`src/rtl/brc_pkg.sv`:
```
// Shared types and constants for the byte recurrence checksum.
package brc_pkg;

    localparam int unsigned BYTE_BITS = 8;
    localparam int unsigned VAL_BITS  = 16;
    localparam int unsigned POS_BITS  = 8;

    // Weights of the position terms and the offset applied to the first byte.
    localparam logic [POS_BITS-1:0]  ALPHA_WEIGHT = 8'd17;
    localparam logic [POS_BITS-1:0]  BETA_WEIGHT  = 8'd31;
    localparam logic [VAL_BITS-1:0]  FIRST_OFFSET = 16'd7;
    localparam logic [VAL_BITS-1:0]  MOD_VALUE    = 16'hFFFF;

    // Recurrence state carried from one byte to the next.
    typedef struct packed {
        logic [VAL_BITS-1:0] older_value;
        logic [VAL_BITS-1:0] newer_value;
        logic [POS_BITS-1:0] position;
        logic                started;
    } brc_state_t;

    localparam brc_state_t STATE_IDLE = '{
        older_value: 16'd1,
        newer_value: 16'd0,
        position:    8'd0,
        started:     1'b0
    };

endpackage

```
`src/rtl/brc_step.sv`:
```
// Combinational recurrence step: two products, a difference and a mod 65535 fold.
module brc_step (
    input  brc_pkg::brc_state_t      cur_state,
    input  logic [7:0]               data_byte,
    output brc_pkg::brc_state_t      next_state
);
    import brc_pkg::*;

    // Bias that keeps the difference positive; it is a multiple of 65535.
    localparam logic [25:0] DIFF_BIAS = 26'd16776960;

    logic [POS_BITS-1:0] alpha;
    logic [POS_BITS-1:0] beta;
    logic [8:0]          factor_a;
    logic [24:0]         prod_a;
    logic [23:0]         prod_b;
    logic                b_above;
    logic [25:0]         diff;
    logic [16:0]         fold_one;
    logic [15:0]         fold_two;
    logic [15:0]         residue;

    // Position weights, truncated to the low byte.
    assign alpha = cur_state.position * ALPHA_WEIGHT;
    assign beta  = cur_state.position * BETA_WEIGHT;

    // The two products of the recurrence.
    assign factor_a = {1'b0, data_byte} + {1'b0, alpha};
    assign prod_a   = 25'(factor_a) * 25'(cur_state.newer_value);
    assign prod_b   = 24'(beta) * 24'(cur_state.older_value);

    // When the difference would go negative the 64-bit wrap adds one.
    assign b_above = {1'b0, prod_b} > prod_a;
    assign diff    = 26'(prod_a) + DIFF_BIAS - 26'(prod_b) + 26'(b_above);

    // Fold the difference modulo 65535: 2^16 is congruent to one.
    assign fold_one = 17'(diff[25:16]) + 17'(diff[15:0]);
    assign fold_two = fold_one[15:0] + 16'(fold_one[16]);
    assign residue  = (fold_two == MOD_VALUE) ? 16'd0 : fold_two;

    // The first byte of a message seeds the state; later bytes advance it.
    always_comb
    begin
        if (!cur_state.started)
        begin
            next_state.older_value = 16'd1;
            next_state.newer_value = 16'(data_byte) + FIRST_OFFSET;
            next_state.position    = 8'd1;
            next_state.started     = 1'b1;
        end
        else
        begin
            next_state.older_value = cur_state.newer_value;
            next_state.newer_value = residue;
            next_state.position    = cur_state.position + 8'd1;
            next_state.started     = 1'b1;
        end
    end

endmodule

```
`src/rtl/byte_recurrence_checksum.sv`:
```
// Top level of the byte recurrence checksum: input register, state and result register.
//
//  Channel | Signals                                   | Direction
//  --------+-------------------------------------------+----------
//  in      | in_valid, in_ready, data_byte, last_byte  | into block
//  out     | out_valid, out_ready, checksum            | from block
//
// One byte is taken in every cycle while no last byte waits. A byte is held in the input
// register, and then the combinational recurrence step updates the state register,
// so the checksum is presented from the result register once the last byte leaves the input register.
// The pace is set by the loop through the two multipliers and the fold.
// Reset returns the recurrence to the start of a message and empties both registers.
// Only a last byte waits, when the result register is still full and not being taken.
module byte_recurrence_checksum (
    input  logic        clk,
    input  logic        rst_n,
    input  logic        in_valid,
    output logic        in_ready,
    input  logic [7:0]  data_byte,
    input  logic        last_byte,
    output logic        out_valid,
    input  logic        out_ready,
    output logic [15:0] checksum
);
    import brc_pkg::*;

    logic                in_valid_reg;
    logic                in_valid_next;
    logic [7:0]          data_reg;
    logic                last_reg;
    brc_state_t          state_reg;
    brc_state_t          state_next;
    brc_state_t          step_state;
    logic                out_valid_reg;
    logic                out_valid_next;
    logic [15:0]         checksum_reg;
    logic                out_free;
    logic                consume;

    // Recurrence datapath.
    brc_step u_step (
        .cur_state  (state_reg),
        .data_byte  (data_reg),
        .next_state (step_state)
    );

    // A held byte moves on unless it completes a message and the result slot is full.
    assign out_free = !out_valid_reg || out_ready;
    assign consume  = in_valid_reg && (!last_reg || out_free);
    assign in_ready = !in_valid_reg || consume;

    // Next values of the control registers.
    always_comb
    begin
        in_valid_next  = in_ready ? in_valid : in_valid_reg;
        state_next     = state_reg;
        out_valid_next = out_valid_reg;
        if (out_ready)
        begin
            out_valid_next = 1'b0;
        end
        if (consume)
        begin
            state_next = last_reg ? STATE_IDLE : step_state;
            if (last_reg)
            begin
                out_valid_next = 1'b1;
            end
        end
    end

    // Control registers.
    always_ff @(posedge clk or negedge rst_n)
    begin
        if (!rst_n)
        begin
            in_valid_reg  <= 1'b0;
            state_reg     <= STATE_IDLE;
            out_valid_reg <= 1'b0;
        end
        else
        begin
            in_valid_reg  <= in_valid_next;
            state_reg     <= state_next;
            out_valid_reg <= out_valid_next;
        end
    end

    // Payload registers: the incoming transaction and the finished checksum.
    always_ff @(posedge clk)
    begin
        if (in_valid && in_ready)
        begin
            data_reg <= data_byte;
            last_reg <= last_byte;
        end
        if (consume && last_reg)
        begin
            checksum_reg <= step_state.newer_value;
        end
    end

    assign out_valid = out_valid_reg;
    assign checksum  = checksum_reg;

    // A finished message leaves the recurrence at its starting point.
    assert property (@(posedge clk) disable iff (!rst_n)
        consume && last_reg |=> !state_reg.started)
        else $error("state not cleared after the last byte");

    // Before the first byte the state holds its starting values.
    assert property (@(posedge clk) disable iff (!rst_n)
        !state_reg.started |-> state_reg.position == 8'd0
            && state_reg.older_value == 16'd1 && state_reg.newer_value == 16'd0)
        else $error("idle recurrence state corrupted");

    // The fold never leaves 65535 as a residue.
    assert property (@(posedge clk) disable iff (!rst_n)
        state_reg.newer_value != MOD_VALUE)
        else $error("recurrence value not reduced modulo 65535");

    // A result appears only after a last byte has gone through the step.
    assert property (@(posedge clk) disable iff (!rst_n)
        $rose(out_valid_reg) |-> $past(consume && last_reg))
        else $error("result raised without a last byte");

endmodule

```
`config.mk`:
```
export PLATFORM = sky130hd
export DESIGN_NAME = byte_recurrence_checksum
export DESIGN_NICKNAME = d
export VERILOG_FILES = /design/src/rtl/brc_pkg.sv /design/src/rtl/brc_step.sv /design/src/rtl/byte_recurrence_checksum.sv
export SDC_FILE = /design/constraint.sdc
export NUM_CORES = 1
export LEC_CHECK = 0
export BUFFER_PORTS_ARGS = -buffer_cell sky130_fd_sc_hd__buf_2
export CELL_PAD_IN_SITES_DETAIL_PLACEMENT = 0
export CELL_PAD_IN_SITES_GLOBAL_PLACEMENT = 2
export CORE_ASPECT_RATIO = 1.2
export CORE_MARGIN = 2
export CORE_UTILIZATION = 38
export CTS_BUF_LIST = sky130_fd_sc_hd__clkbuf_2 sky130_fd_sc_hd__clkbuf_4 sky130_fd_sc_hd__clkbuf_8
export CTS_CLUSTER_SIZE = 20
export DETAILED_ROUTE_END_ITERATION = 10
export GPL_TIMING_DRIVEN = 0
export MAX_ROUTING_LAYER = met4
export PLACE_DENSITY_LB_ADDON = 0.1
export SLEW_MARGIN = 10
export SYNTH_ARGS = -nofsm -noshare
export SYNTH_HDL_FRONTEND = slang
export SYNTH_SLANG_ARGS = --single-unit
export TNS_END_PERCENT = 1
```
`constraint.sdc`:
```
create_clock -name clk -period 15.55 [get_ports clk]
set_input_delay 3.11 -clock clk [delete_from_list [all_inputs] [get_ports clk]]
set_output_delay 3.11 -clock clk [all_outputs]
set_load 0.005 [all_outputs]
```
Word-level counts from Yosys, hierarchy flattened

Index checks and enable logic that the tools add are counted.

Bits in registers: 68
Logic and storage cells: 38
Bits of input ports: 13
Output and inout port bits: 18

Order comparisons: 1
Multipliers: 4
Add/sub/neg operators: 8
Reductions and logical operators: 9
Multiplexer cells: 6
Equality and inequality tests: 1

Operator list:

| kind                   | count |
|---|---|
| $mux 41                | 2 |
| $add 25x24->26 const B | 1 |
| $add 26x1->26          | 1 |
| $sub 26x24->26         | 1 |
| $gt 24x25->1           | 1 |
| $mul 9x16->25          | 1 |
| $mul 8x16->24          | 1 |
| $add 10x16->17         | 1 |
| $add 16x1->16          | 1 |
| $eq 16x16->1 const B   | 1 |
| $mul 8x5->8 const B    | 2 |
| $mux 16                | 1 |
| $add 8x3->9 const B    | 1 |
| $add 8x8->9            | 1 |
| $add 8x1->8 const B    | 1 |
| $logic_and 1x1->1      | 3 |
| $logic_not 1->1        | 3 |
| $logic_or 1x1->1       | 3 |
| $mux 1                 | 3 |

Logic depth before layout (Yosys ltp)

Word-level depth: 12
Gate-level depth with buffers: 68

By module

From an unflattened synthesis, not the netlist that was laid out.

Cells, all modules: 1935
Area total of the unflattened synthesis: 16772.3 um2

By module, submodules not included:

| module                   | sequential area each (um2) | cells an instance | area each (um2) | times used |
|---|---|---|---|---|
| brc_step                 | 0.0                        | 1668              | 13568.0         | 1 |
| byte_recurrence_checksum | 1828.0                     | 267               | 3204.3          | 1 |

Least setup slack after synthesis

Ideal clock, no wire load.

Path kind: reg2reg
Start point: reg state_reg[2] in the netlist's numbering
End point: reg checksum_reg[1], in the netlist checksum[1], data pin
Path slack: 515 ps
Data required time: 15282 ps
Stages on the path, launching flop included: 65
Arrival: 14767 ps
Cells stage by stage: dfrtp_1 > inv_1 > fa_1 > inv_1 > fa_1 > inv_1 > fa_1 > inv_1 > ha_1 > inv_1 > o21bai_1 > a21oi_1 > xnor2_1 > clkbuf_1 > and2_1 > fa_1 > inv_1 > fa_1 > (+29 left out) > xnor2_1 > ha_1 > o21a_1 > o21a_1 > nand2_1 > a21oi_1 > o211ai_1 > nor3_1 > nor3b_1 > ha_1 > nand3_1 > nor3_1 > nand4b_1 > or4_1 > a2111o_1 > a211oi_2 > buf_2 > o22ai_1

RTL lines:

| element                | RTL line                       | RTL |
|---|---|---|
| start, declared        | byte_recurrence_checksum.sv:31 | `brc_state_t state_reg;` |
| start signal, assigned | byte_recurrence_checksum.sv:84 | `state_reg <= state_next;` |
| end signal, assigned   | byte_recurrence_checksum.sv:99 | `checksum_reg <= step_state.newer_value;` |
| end, declared          | byte_recurrence_checksum.sv:36 | `logic [15:0] checksum_reg;` |

==> impl_results.md <==
- Worst R2R Start: state_reg[1]$_DFFE_PN0P_
- Clock skew: 0.0180 ns
- IO Port Bufs: 30
- Vias per cell: slightly above 5
- DRT iter0 DRCs: 505
- Slowest stage delay, CP: 0.57 ns
- Die Y: 223 um
- DP Wirelength: 37,300 um
- Area growth, synth to finish: 15.7%
- Final Hold Fails: 0
- FF-to-FF setup slack: around 0.31 ns
- FMAX: 0.0656 GHz
- Post-Syn Nets: ~2,100
- CP endpoint: checksum[1]$_DFFE_PP_
- Primary FF master, synth: dfrtp_1
- Critical Path End Type: flop
- Fin crit share: a little over nine tenths
- Post-route DRC violation count: 0
- Reg clk slew, reported paths: approximately 0.080 ns
- Worst Path Required: 15.64 ns
- Critical path type: flop to flop
- DRT Wirelength: 44,100 um
- Max_slew headroom: 30.7%
- # clock sinks: 68
- Clock tree buffer depth: 2
- Post-Syn Area: 15,100 um^2
- Crit Path Max Fanout: 7
- RSZ-0062 raised after global routing: true
- Fin crit period: around 15 ns
- # rows: 80
- Distinct cells, synth: 69
- Synth warn: 0
- Reg-to-Reg End: checksum[1]$_DFFE_PP_
- Worst path slowest cell: fa_1
- MaxCap Viol Count: 0
- Reg2reg path depth: 65
- CTS H-Tree Depth: 3
- Setup violations, final: 0
- Core area: 39,500 um^2
- Pin slew with the least headroom to its limit: roughly 1.0 ns
- CTS tree: done
- Hold_ws: 0.490 ns
- Critical Path Start: state_reg[1]$_DFFE_PN0P_
- CTS root buf: clkbuf_8
- Die Wd: 186 um
- Layout net count: 2,244
- Global Route Usage Sum: 22.5%
- Hold buffers post-CTS: 0
- Critical Path Start Type: flop
- Gr ovfl total: 0
- Async SR Flop Fraction: 63.2%
- Crit path top cell by count: fa_1
- Clk_lat worst skew: ~0.35 ns
- Data arrival, critical path: 15.32 ns
- Setup ws final: 0.312 ns
- Vias: 11,900
- Fin. max-slew vios: 0
- DIE AREA: 41,400 um^2
- Number of global-route vias before repair: 12,400
- CTS Buf Count: 9
- Largest net degree at the start of global routing: 44
- Sequential-to-total area share from yosys stat: 12.1%
- Worst hold path class: flop to flop
- # IOs: 31
- Share of layout cells above drive strength 1: between 10% and 20%
- First-pass GRT wire length: 69,400 um
- Worst slack, placed: -3.39 ns
- Antenna Nets Post-Route: 0
- Post-Syn Area per Cell: 8.69 um^2
- Diodes inserted: 0
- Initial antenna violation count: 0
- Status: finished, final reports clean
- Final GP Congestion: 0.827
- Detailed Routing Iterations Pass 1: 5
- Number of flip-flops under the largest register name: 41
- Effective utilization at floorplan: 38.3%
- Routed WL per cell: between 15 and 20 um
- Seq cells post-synth: 68
- Post-Synthesis Cells: ~1,700
- EDFF count, synth: 25
-- area by class of cell --
| cell class | instances | area, um^2 |
|---|---|---|
| fillers | 4005 | 22000 |
| well taps | 533 | 667 |
| flip-flops and latches | 68 | 1830 |
| inverters | 309 | 1160 |
| repair buffers | 85 | 599 |
| multi-input cells | 1310 | 12800 |
| clock inverters | 6 | 66.3 |
| clock buffers | 10 | 131 |
| plain buffers | 54 | 270 |
-- critical path, delay by kind of cell (launching register included) --
family	cells	cell delay, ns
AO/OA/AOI/OAI	22	4.13
XOR/XNOR	3	0.48
adder cells (fa/ha/maj)	14	5.41
buffers and inverters	9	1.09
flip-flops	1	0.42
AND/OR/NAND/NOR	17	3.43
-- worst min path at each step --
| stage | start | endpoint | slack [ns] | depth (start not counted) |
|---|---|---|---|---|
| 2_1_floorplan | state_reg[9]$_DFFE_PN0P_ | state_reg[9]$_DFFE_PN0P_ | 0.46 | 2 |
| 3_3_place_gp | state_reg[24]$_DFFE_PN0P_ | state_reg[40]$_DFFE_PN0P_ | 0.47 | 1 |
| 3_5_place_dp | state_reg[21]$_DFFE_PN0P_ | state_reg[37]$_DFFE_PN0P_ | 0.47 | 1 |
| 4_1_cts | state_reg[21]$_DFFE_PN0P_ | state_reg[37]$_DFFE_PN0P_ | 0.49 | 1 |
| 5_1_grt | state_reg[21]$_DFFE_PN0P_ | state_reg[37]$_DFFE_PN0P_ | 0.50 | 1 |
| 6_report | state_reg[21]$_DFFE_PN0P_ | state_reg[37]$_DFFE_PN0P_ | 0.49 | 1 |
-- per-layer routing --
metal,share of wire (%),GRT usage [%],vias up
li1,-,-,5815
met1,44,28.0,5969
met2,53,40.8,124
met3,1.4,0.885,38
met4,1.6,4.01,0
met5,0,-,-
-- logic make-up after synthesis --
group | after synthesis | synth area share, %
xor gates and xnor gates | 111 | 6.47
DFF | 68 | 12.1
buffers and inverters | 363 | 9.03
adders and majority gates | 394 | 42.6
and+or+nand+nor | 530 | 17.7
muxes | 1 | 0.0992
AOI/OAI and AO/OA | 274 | 12.0
-- repair_timing --
| action | 4_1_cts | 5_1_grt |
|---|---|---|
| gates cloned | 1 | 1 |
| pin swaps | 56 | 75 |
| setup buffers | 40 | 12 |
| setup endpoints to repair | 32 | 32 |
| gates resized for setup | 118 | 63 |
-- stage by stage --
stage	std cells	area [um^2]	setup TNS (ns)	util (%)
final	2375	17500	0	44.3
after global routing	2375	17500	-8.57	44.3
after CTS	2362	17100	0	43.1
after detailed placement	2305	16000	-104.57	40.4
after global placement	2304	16000	-107.24	40.3
after floorplan	1741	15100	0	-
-- synthesized netlist by cell type (42+ instances only) --
cell | count | area share, %
inv_1 | 309 | 7.7
fa_1 | 202 | 27
ha_1 | 192 | 16
nand2_1 | 188 | 4.7
and2_1 | 136 | 5.6
xnor2_1 | 79 | 4.6
a21oi_1 | 69 | 2.3
nor2_1 | 56 | 1.4
clkbuf_1 | 50 | 1.2
dfrtp_1 | 42 | 6.9
nor3_1 | 42 | 1.4
o21ai_0 | 42 | 1.4
-- cell usage in the layout, fill, tap and decap left out, types with 6 or more instances in the layout --
cell      count
buf_4        49
xor2_1       29
ha_4         12
and3_1       10
nor2_1       51
buf_6         7
o21ai_1      10
xnor2_2      12
inv_2         6
a21o_1       17
edfxtp_1     25
or3_1         7
buf_2        30
o21a_1       18
dfrtp_1      37
nand4_1       8
ha_1        178
and2_1      133
nor2b_1      22
nand2b_1     16
clkbuf_8     11
o21bai_1     12
xnor2_1      63
nor3_1       33
clkbuf_1     43
a21oi_2       6
o22ai_1       6
o21ai_0      38
nand3_1      14
a31oi_1       8
a22o_1       11
inv_1       303
nand2_1     187
a21oi_1      60
fa_1        199
o211ai_1     10
Power is left out: the tool's default activity adds up to more than one toggle a clock period on the data nets, which glitch-free logic cannot reach.
